### config.mk
export PLATFORM = sky130hd
export DESIGN_NAME = delta_varint_time_packer_flat
export DESIGN_NICKNAME = d
export VERILOG_FILES = /design/src/rtl/core/dvtp_pkg.sv /design/src/rtl/core/dvtp_if.sv /design/src/rtl/core/dvtp_delta.sv /design/src/rtl/core/dvtp_serializer.sv /design/src/rtl/core/delta_varint_time_packer.sv /design/src/flat_wrapper.sv
export SDC_FILE = /design/constraint.sdc
export NUM_CORES = 1
export LEC_CHECK = 0
export ABC_AREA = 0
export CORE_MARGIN = 4
export CORE_UTILIZATION = 65
export CTS_CLUSTER_SIZE = 16
export DETAILED_ROUTE_END_ITERATION = 8
export DONT_BUFFER_PORTS = 1
export PLACE_DENSITY = 0.81
export RECOVER_POWER = 100
export SETUP_SLACK_MARGIN = 0.3
export SLEW_MARGIN = 30
export SYNTH_ARGS = -nofsm -noshare
export SYNTH_HDL_FRONTEND = slang
export SYNTH_HIERARCHICAL = 1
export SYNTH_SLANG_ARGS = --single-unit
### constraint.sdc
create_clock -name clock -period 6.45 [get_ports clock]
set_input_delay 0.3225 -clock clock [delete_from_list [all_inputs] [get_ports clock]]
set_output_delay 0.3225 -clock clock [all_outputs]
set_load 0.05 [all_outputs]
### src/rtl/core/dvtp_pkg.sv
// dvtp_pkg: shared constants and types for the delta varint time packer.
// No dependencies; compile first.
`timescale 1ns / 1ps

package dvtp_pkg;

   localparam int unsigned TIME_WIDTH   = 64;
   localparam int unsigned BYTE_WIDTH   = 8;
   localparam int unsigned NIBBLE_WIDTH = 4;
   localparam int unsigned PAY_WIDTH    = TIME_WIDTH - NIBBLE_WIDTH;
   localparam int unsigned PAY_BYTES    = TIME_WIDTH / BYTE_WIDTH;
   localparam int unsigned LEN_WIDTH    = $clog2(PAY_BYTES);
   localparam int unsigned IDX_WIDTH    = $clog2(PAY_BYTES + 1);

   localparam logic [7:0] SIGN_BIT_MASK   = 8'h80;
   localparam logic [7:0] LOW_NIBBLE_MASK = 8'h0f;
   localparam logic [7:0] SIZE_STEP       = 8'h10;

   typedef struct packed {
      logic                  valid;
      logic [TIME_WIDTH-1:0] diff;
   } delta_type;

endpackage

### src/rtl/core/dvtp_if.sv
// dvtp_if: request and response channel interfaces (valid/ready handshake).
// No dependencies.
`timescale 1ns / 1ps

interface dvtp_req_if;
   logic        valid;
   logic        ready;
   logic signed [63:0] timestamp;

   modport source (output valid, output timestamp, input ready);
   modport sink   (input valid, input timestamp, output ready);
endinterface

interface dvtp_rsp_if;
   logic       valid;
   logic       ready;
   logic [7:0] out_byte;
   logic       last_byte;

   modport source (output valid, output out_byte, output last_byte, input ready);
   modport sink   (input valid, input out_byte, input last_byte, output ready);
endinterface

### src/rtl/core/dvtp_delta.sv
// dvtp_delta: input register stage; holds the previous timestamp and
// registers the modulo-2^64 difference. Depends on dvtp_pkg, dvtp_if.
`timescale 1ns / 1ps

module dvtp_delta (
   input  logic                clock,
   input  logic                reset,
   dvtp_req_if.sink            req_ch,
   output dvtp_pkg::delta_type link,
   input  logic                link_ready
);
   import dvtp_pkg::*;

   logic                  valid_ff, valid_in;
   logic [TIME_WIDTH-1:0] diff_ff, diff_in;
   logic [TIME_WIDTH-1:0] prev_ff, prev_in;
   logic                  accept;

   assign req_ch.ready = !valid_ff || link_ready;
   assign accept       = req_ch.valid && req_ch.ready;

   always_comb begin
      valid_in = valid_ff;
      diff_in  = diff_ff;
      prev_in  = prev_ff;
      if (accept) begin
         valid_in = 1'b1;
         diff_in  = TIME_WIDTH'(unsigned'(req_ch.timestamp) - prev_ff);
         prev_in  = unsigned'(req_ch.timestamp);
      end else if (link_ready) begin
         valid_in = 1'b0;
      end
   end

   always_ff @(posedge clock) begin
      if (reset) begin
         valid_ff <= 1'b0;
         prev_ff  <= '0;
      end else begin
         valid_ff <= valid_in;
         prev_ff  <= prev_in;
      end
      diff_ff <= diff_in;
   end

   assign link.valid = valid_ff;
   assign link.diff  = diff_ff;

endmodule

### src/rtl/core/dvtp_serializer.sv
// dvtp_serializer: sign/magnitude encode of one delta and byte-wide output.
// Depends on dvtp_pkg, dvtp_if.
`timescale 1ns / 1ps

module dvtp_serializer (
   input  logic                clock,
   input  logic                reset,
   input  dvtp_pkg::delta_type link,
   output logic                link_ready,
   dvtp_rsp_if.source          rsp_ch
);
   import dvtp_pkg::*;

   logic                  neg;
   logic [TIME_WIDTH-1:0] mag;
   logic [PAY_WIDTH-1:0]  pay;
   logic [TIME_WIDTH-1:0] pay_ext;
   logic [LEN_WIDTH-1:0]  len_m1;
   logic [7:0]            hdr;

   logic                  valid_ff, valid_in;
   logic [IDX_WIDTH-1:0]  idx_ff, idx_in;
   logic [LEN_WIDTH-1:0]  len_ff, len_in;
   logic [7:0]            hdr_ff, hdr_in;
   logic [PAY_WIDTH-1:0]  pay_ff, pay_in;

   logic                  fire, last;
   logic [LEN_WIDTH-1:0]  byte_sel;
   logic [TIME_WIDTH-1:0] pay_ff_ext;

   // encode
   always_comb begin
      neg     = link.diff[TIME_WIDTH-1];
      mag     = neg ? TIME_WIDTH'(~link.diff + 1'b1) : link.diff;
      pay     = mag[TIME_WIDTH-1:NIBBLE_WIDTH];
      pay_ext = {{NIBBLE_WIDTH{1'b0}}, pay};
      len_m1  = '0;
      for (int k = 1; k < PAY_BYTES; k++) begin
         if (|pay_ext[k*BYTE_WIDTH +: BYTE_WIDTH]) len_m1 = LEN_WIDTH'(k);
      end
      hdr = (neg ? SIGN_BIT_MASK : 8'h00)
          | ({4'b0, mag[NIBBLE_WIDTH-1:0]} & LOW_NIBBLE_MASK)
          | 8'(len_m1 * SIZE_STEP);
   end

   // serialize
   assign last       = idx_ff == IDX_WIDTH'({1'b0, len_ff}) + IDX_WIDTH'(1);
   assign fire       = valid_ff && rsp_ch.ready;
   assign link_ready = !valid_ff || (fire && last);

   always_comb begin
      valid_in = valid_ff;
      idx_in   = idx_ff;
      len_in   = len_ff;
      hdr_in   = hdr_ff;
      pay_in   = pay_ff;
      if (link_ready) begin
         valid_in = link.valid;
         idx_in   = '0;
         len_in   = len_m1;
         hdr_in   = hdr;
         pay_in   = pay;
      end else if (fire) begin
         idx_in = idx_ff + IDX_WIDTH'(1);
      end
   end

   always_ff @(posedge clock) begin
      if (reset) begin
         valid_ff <= 1'b0;
         idx_ff   <= '0;
      end else begin
         valid_ff <= valid_in;
         idx_ff   <= idx_in;
      end
      len_ff <= len_in;
      hdr_ff <= hdr_in;
      pay_ff <= pay_in;
   end

   assign byte_sel   = LEN_WIDTH'(idx_ff - IDX_WIDTH'(1));
   assign pay_ff_ext = {{NIBBLE_WIDTH{1'b0}}, pay_ff};

   assign rsp_ch.valid     = valid_ff;
   assign rsp_ch.last_byte = last;
   assign rsp_ch.out_byte  = (idx_ff == '0) ? hdr_ff
                           : pay_ff_ext[{byte_sel, 3'b000} +: BYTE_WIDTH];

endmodule

### src/rtl/core/delta_varint_time_packer.sv
// delta_varint_time_packer: top level; delta stage feeding the encoder and
// byte serializer. Depends on dvtp_pkg, dvtp_if, dvtp_delta, dvtp_serializer.
`timescale 1ns / 1ps

// Each request carries a signed 64-bit timestamp; the block emits the
// sign/magnitude delta to the previous timestamp (zero after reset) as a
// header byte plus 1 to 8 payload bytes, one byte per response, with
// last_byte on the final one. A request is taken every cycle while the
// pipeline has room; the sustained rate is set by the byte-wide output
// serializer. A request's delta is registered in dvtp_delta, then its
// header byte is registered in the serializer, from which it is output.
module delta_varint_time_packer (
   input  logic       clock,
   input  logic       reset,
   dvtp_req_if.sink   req_ch,
   dvtp_rsp_if.source rsp_ch
);
   import dvtp_pkg::*;

   delta_type link;
   logic      link_ready;

   dvtp_delta u_delta (
      .clock      (clock),
      .reset      (reset),
      .req_ch     (req_ch),
      .link       (link),
      .link_ready (link_ready)
   );

   dvtp_serializer u_ser (
      .clock      (clock),
      .reset      (reset),
      .link       (link),
      .link_ready (link_ready),
      .rsp_ch     (rsp_ch)
   );

   // stalled delta holds until the serializer takes it
   a_link_hold: assert property (@(posedge clock) disable iff (reset)
      link.valid && !link_ready |=> link.valid && $stable(link.diff))
      else $error("delta dropped or changed while stalled");

   // request side only backs up when the delta stage is stalled
   a_ready_cause: assert property (@(posedge clock) disable iff (reset)
      !req_ch.ready |-> link.valid && !link_ready)
      else $error("request ready low without a stalled delta");

   // finishing a request always frees the serializer
   a_last_frees: assert property (@(posedge clock) disable iff (reset)
      rsp_ch.valid && rsp_ch.ready && rsp_ch.last_byte |-> link_ready)
      else $error("serializer not freed on last byte");

endmodule

### src/flat_wrapper.sv
// flat-port wrapper written by rule: the top's interface ports become plain ports
module delta_varint_time_packer_flat import dvtp_pkg::*;
  (clock, reset, req_ch_valid, req_ch_timestamp, req_ch_ready, rsp_ch_valid, rsp_ch_out_byte, rsp_ch_last_byte, rsp_ch_ready);
  dvtp_req_if req_ch_i ();
  dvtp_rsp_if rsp_ch_i ();
  input  logic clock;
  input  logic reset;
  input wire logic [$bits(req_ch_i.valid)-1:0] req_ch_valid;
  input wire logic [$bits(req_ch_i.timestamp)-1:0] req_ch_timestamp;
  output wire logic [$bits(req_ch_i.ready)-1:0] req_ch_ready;
  output wire logic [$bits(rsp_ch_i.valid)-1:0] rsp_ch_valid;
  output wire logic [$bits(rsp_ch_i.out_byte)-1:0] rsp_ch_out_byte;
  output wire logic [$bits(rsp_ch_i.last_byte)-1:0] rsp_ch_last_byte;
  input wire logic [$bits(rsp_ch_i.ready)-1:0] rsp_ch_ready;
  assign req_ch_i.valid = req_ch_valid;
  assign req_ch_i.timestamp = req_ch_timestamp;
  assign req_ch_ready = req_ch_i.ready;
  assign rsp_ch_valid = rsp_ch_i.valid;
  assign rsp_ch_out_byte = rsp_ch_i.out_byte;
  assign rsp_ch_last_byte = rsp_ch_i.last_byte;
  assign rsp_ch_i.ready = rsp_ch_ready;
  delta_varint_time_packer u_core (.clock(clock), .reset(reset), .req_ch(req_ch_i), .rsp_ch(rsp_ch_i));
endmodule
==> load_flow_metrics.sql <==
INSERT INTO impl_metrics (metric_group, metric, value, unit) VALUES
('outcome', 'status', 'finished, violations left', ''),
('outcome', 'failed_checks', 'capacitance limit, slew limit', ''),
('logic_synthesis', 'synth-seq-area-share', '0.395', ''),
('setup_path', 'timing.critical_path.slowest_stage_cell', 'o21ai_0', ''),
('hold_path', 'min-delay-path-class', 'in2reg', ''),
('clock_tree', 'cts.root.buffer_cell', 'clkbuf_16', ''),
('clock_tree', 'worst_setup_hold_path_clk_slew', '60', 'ps'),
('logic_synthesis', 'synth_top_cells_by_area', 'edfxtp_1 29%, dfxtp_1 10%, nand2_1 6.7%', ''),
('timing', 'fin_crit', '5170', 'ps'),
('clock_tree', 'number_of_resized_instances_in_the_post_cts_repair_step', '0', ''),
('route', 'number_of_violations_reported_at_the_end_of_detailed_routing_iteration_0', '875', ''),
('clock_tree', 'clock_tree_from_tritoncts', 'done', ''),
('setup_path', 'reg2reg_slack', '1850', 'ps'),
('timing', 'rsz_0062_raised_after_global_routing', 'false', ''),
('final_layout', 'syn_to_final_growth', '10.7', '%'),
('setup_path', 'timing.critical_path.cells', 'clkbuf_1, inv_1, ha_1, mux4_2, mux2i_1, nor2_1, a21oi_1, o21ai_0', ''),
('route', 'vias', '11200', ''),
('route', 'detail-route-antenna-nets', '0', ''),
('timing', 'timing.fmax', '193', 'MHz'),
('setup_path', 'critPathCaptureType', 'output port', ''),
('logic_synthesis', 'postSynthCellCount', '1498', ''),
('setup_path', 'path_delay_family', 'compound AO/OA/AOI/OAI gates', ''),
('setup_path', 'setup.worst_path.class', 'reg2out', ''),
('global_route', 'overflow', '0', ''),
('setup_path', 'crit_path_start', 'u_core/u_ser/idx_ff[0]$_SDFFE_PP0P_', ''),
('clock_tree', 'clock-sinks', '202', ''),
('global_route', 'first_global_vias', '10500', ''),
('route', 'per_cell_via_count_in_the_routed_design', '6.19', ''),
('timing', 'finalSetupTns', '0', 'ps'),
('placed_design', 'placed_cells', '1701', ''),
('timing', 'worstMarginPinSlew', '1710', 'ps'),
('logic_synthesis', 'asyncSetResetFlopFracSynth', '0', ''),
('logic_synthesis', 'mappedNetlistNets', '1634', ''),
('hold_path', 'worstHoldStart', 'rsp_ch_ready', ''),
('route', 'detail_route.first_pass.iterations', '5', ''),
('clock_tree', 'clk_latency', '520', 'ps'),
('global_route', 'antenna_found_initial', '0', ''),
('final_layout', 'post-route-util', '0.738', ''),
('flow_run', 'cap_violations', '7', ''),
('setup_path', 'worst_ep_arrival_time', '4850', 'ps'),
('global_route', 'grt_max_degree', '74', ''),
('power_and_ir_drop', 'power.ir.vdd_worst', '223', 'µV'),
('route', 'drt-total-wl', '31800', 'µm'),
('power_and_ir_drop', 'power.static_leakage', '5.41', 'nW'),
('logic_synthesis', 'post_synthesis_register_bit_count', '202', ''),
('die', 'row_count', '52', ''),
('logic_synthesis', 'syn-mean-instance-area', '9.06', 'µm²'),
('placed_design', 'count_of_input_and_output_buffers', '0', ''),
('logic_synthesis', 'synth.lib_cells_used.distinct', '102', ''),
('final_layout', 'fin_nets', '1660', ''),
('placed_design', 'dp.final_hpwl', '22100', 'µm'),
('clock_tree', 'cts_buffer_depth', '3', ''),
('power_and_ir_drop', 'p_per_area', '278', 'mW/mm²'),
('setup_path', 'critPathLaunchType', 'flop', ''),
('route', 'wl_per_cell', '17.6', 'µm'),
('timing', 'layout_setup_ws', '1280', 'ps'),
('setup_path', 'worst-endpoint-required', '6130', 'ps'),
('setup_path', 'worst-path-max-fanout', '21', ''),
('logic_synthesis', 'synth_enable_flop_cells', '132', ''),
('timing', 'report.final.hold_viol_count', '0', ''),
('die', 'ioPinCount', '79', ''),
('logic_synthesis', 'mappedNetlistArea', '0.0136', 'mm²'),
('placed_design', 'place_congestion', '0.914', ''),
('timing', 'clock-skew-final', '18.3', 'ps'),
('clock_tree', 'cts_buffers', '24', ''),
('logic_synthesis', 'ys.warnings.count', '6', ''),
('final_layout', 'finalNonFillerCells', '1812', ''),
('die', 'die_area', '0.0233', 'mm²'),
('timing', 'finalMaxSlewViolations', '151', ''),
('final_layout', 'final_layout_size_suffix_gt1_frac', '0.0687', ''),
('global_route', 'global_route.usage.total', '0.263', '');
[worst reg2reg max path, stage by stage, from the launching register on]
cell and delay [ps]:
edfxtp_1 330, clkbuf_1 1230, clkinv_1 1110, a31o_2 490, xnor2_1 160, or4_1 550
nor4_1 330, o21ai_0 130
[sequential cells by signal (all words and copies together) (netlist names)]
register and flops:
u_core/u_delta/valid_ff 1, u_core/u_ser/rsp_ch.valid 1, u_core/u_ser/hdr_ff 6, u_core/u_delta/diff_ff 64
u_core/u_ser/idx_ff 4, u_core/u_ser/pay_ff 60, u_core/u_delta/prev_ff 64, u_core/u_ser/len_ff 2
[cells in the mapped netlist, drive strengths merged, types with 9 or more instances]
| cell | count |
|---|---|
| a211oi | 15 |
| a21o | 23 |
| a21oi | 153 |
| a31oi | 9 |
| and3 | 10 |
| buf | 17 |
| clkbuf | 57 |
| dfxtp | 70 |
| edfxtp | 132 |
| ha | 67 |
| inv | 99 |
| mux4 | 12 |
| nand2 | 248 |
| nand2b | 11 |
| nand3 | 29 |
| nand4 | 22 |
| nor2 | 76 |
| nor3 | 39 |
| nor4 | 26 |
| o21a | 12 |
| o21ai | 73 |
| o21bai | 16 |
| o31ai | 20 |
| o41ai | 9 |
| or3 | 11 |
| or4 | 13 |
| xnor2 | 89 |
| xor2 | 31 |
[metrics by stage]
step / power [mW] / instance area [µm²]
after floorplan: 2.52 / 13600
after global placement: 2.70 / 13700
after CTS: 4.19 / 15200
final: 4.18 / 15000
after detailed placement: 2.73 / 13700
after global routing: 4.37 / 15000
[power breakdown]
group,internal (mW),switching (mW)
clock network,0.895,0.526
registers,1.64,0.146
logic,0.392,0.573
total,2.93,1.24
[repair_timing]
action	in CTS	in global routing
hold endpoints to repair	67	0
hold buffers	67	0
setup buffers	0	0
[path summary, 6_finish.rpt]
| kind | cells past startpoint | end |
|---|---|---|
| hold reg to reg | 2 | u_core/u_delta/prev_ff[30]$_SDFFE_PP0P_ |
| setup reg to reg | 7 | u_core/u_ser/len_ff[1]$_SDFFCE_PP1P_ |
| hold / removal | 3 | u_core/u_ser/idx_ff[2]$_SDFFE_PP0P_ |
| setup / recovery | 8 | rsp_ch_out_byte[0] |
[per-layer routing]
metal | vias to the layer above | track usage | wire, µm
met5 | - | 0 | 0
met4 | 0 | 0.0687 | 722
met3 | 57 | 0.0366 | 1890
met2 | 382 | 0.439 | 15200
met1 | 5286 | 0.366 | 14000
li1 | 5485 | - | -
[kinds of logic (layout without fill, tap and decap cells)]
kind of cell | after synthesis | after routing | share of synthesized area
muxes | 25 | 25 | 0.0302
adders and majority gates | 68 | 68 | 0.0632
AOI/OAI and AO/OA | 384 | 384 | 0.189
xor gates and xnor gates | 120 | 120 | 0.0774
DFF | 202 | 202 | 0.395
and+or+nand+nor | 524 | 524 | 0.194
buffers and inverters | 175 | 219 | 0.0513
[final cells by class]
type	count	area, µm²
clock inverters	16	216
clock buffers	28	626
fillers	1472	5340
flip-flops and latches	202	5370
multi-input cells	1121	7360
well taps	270	338
inverters	101	382
repair buffers	74	739
(Power assumes the default switching activity.)
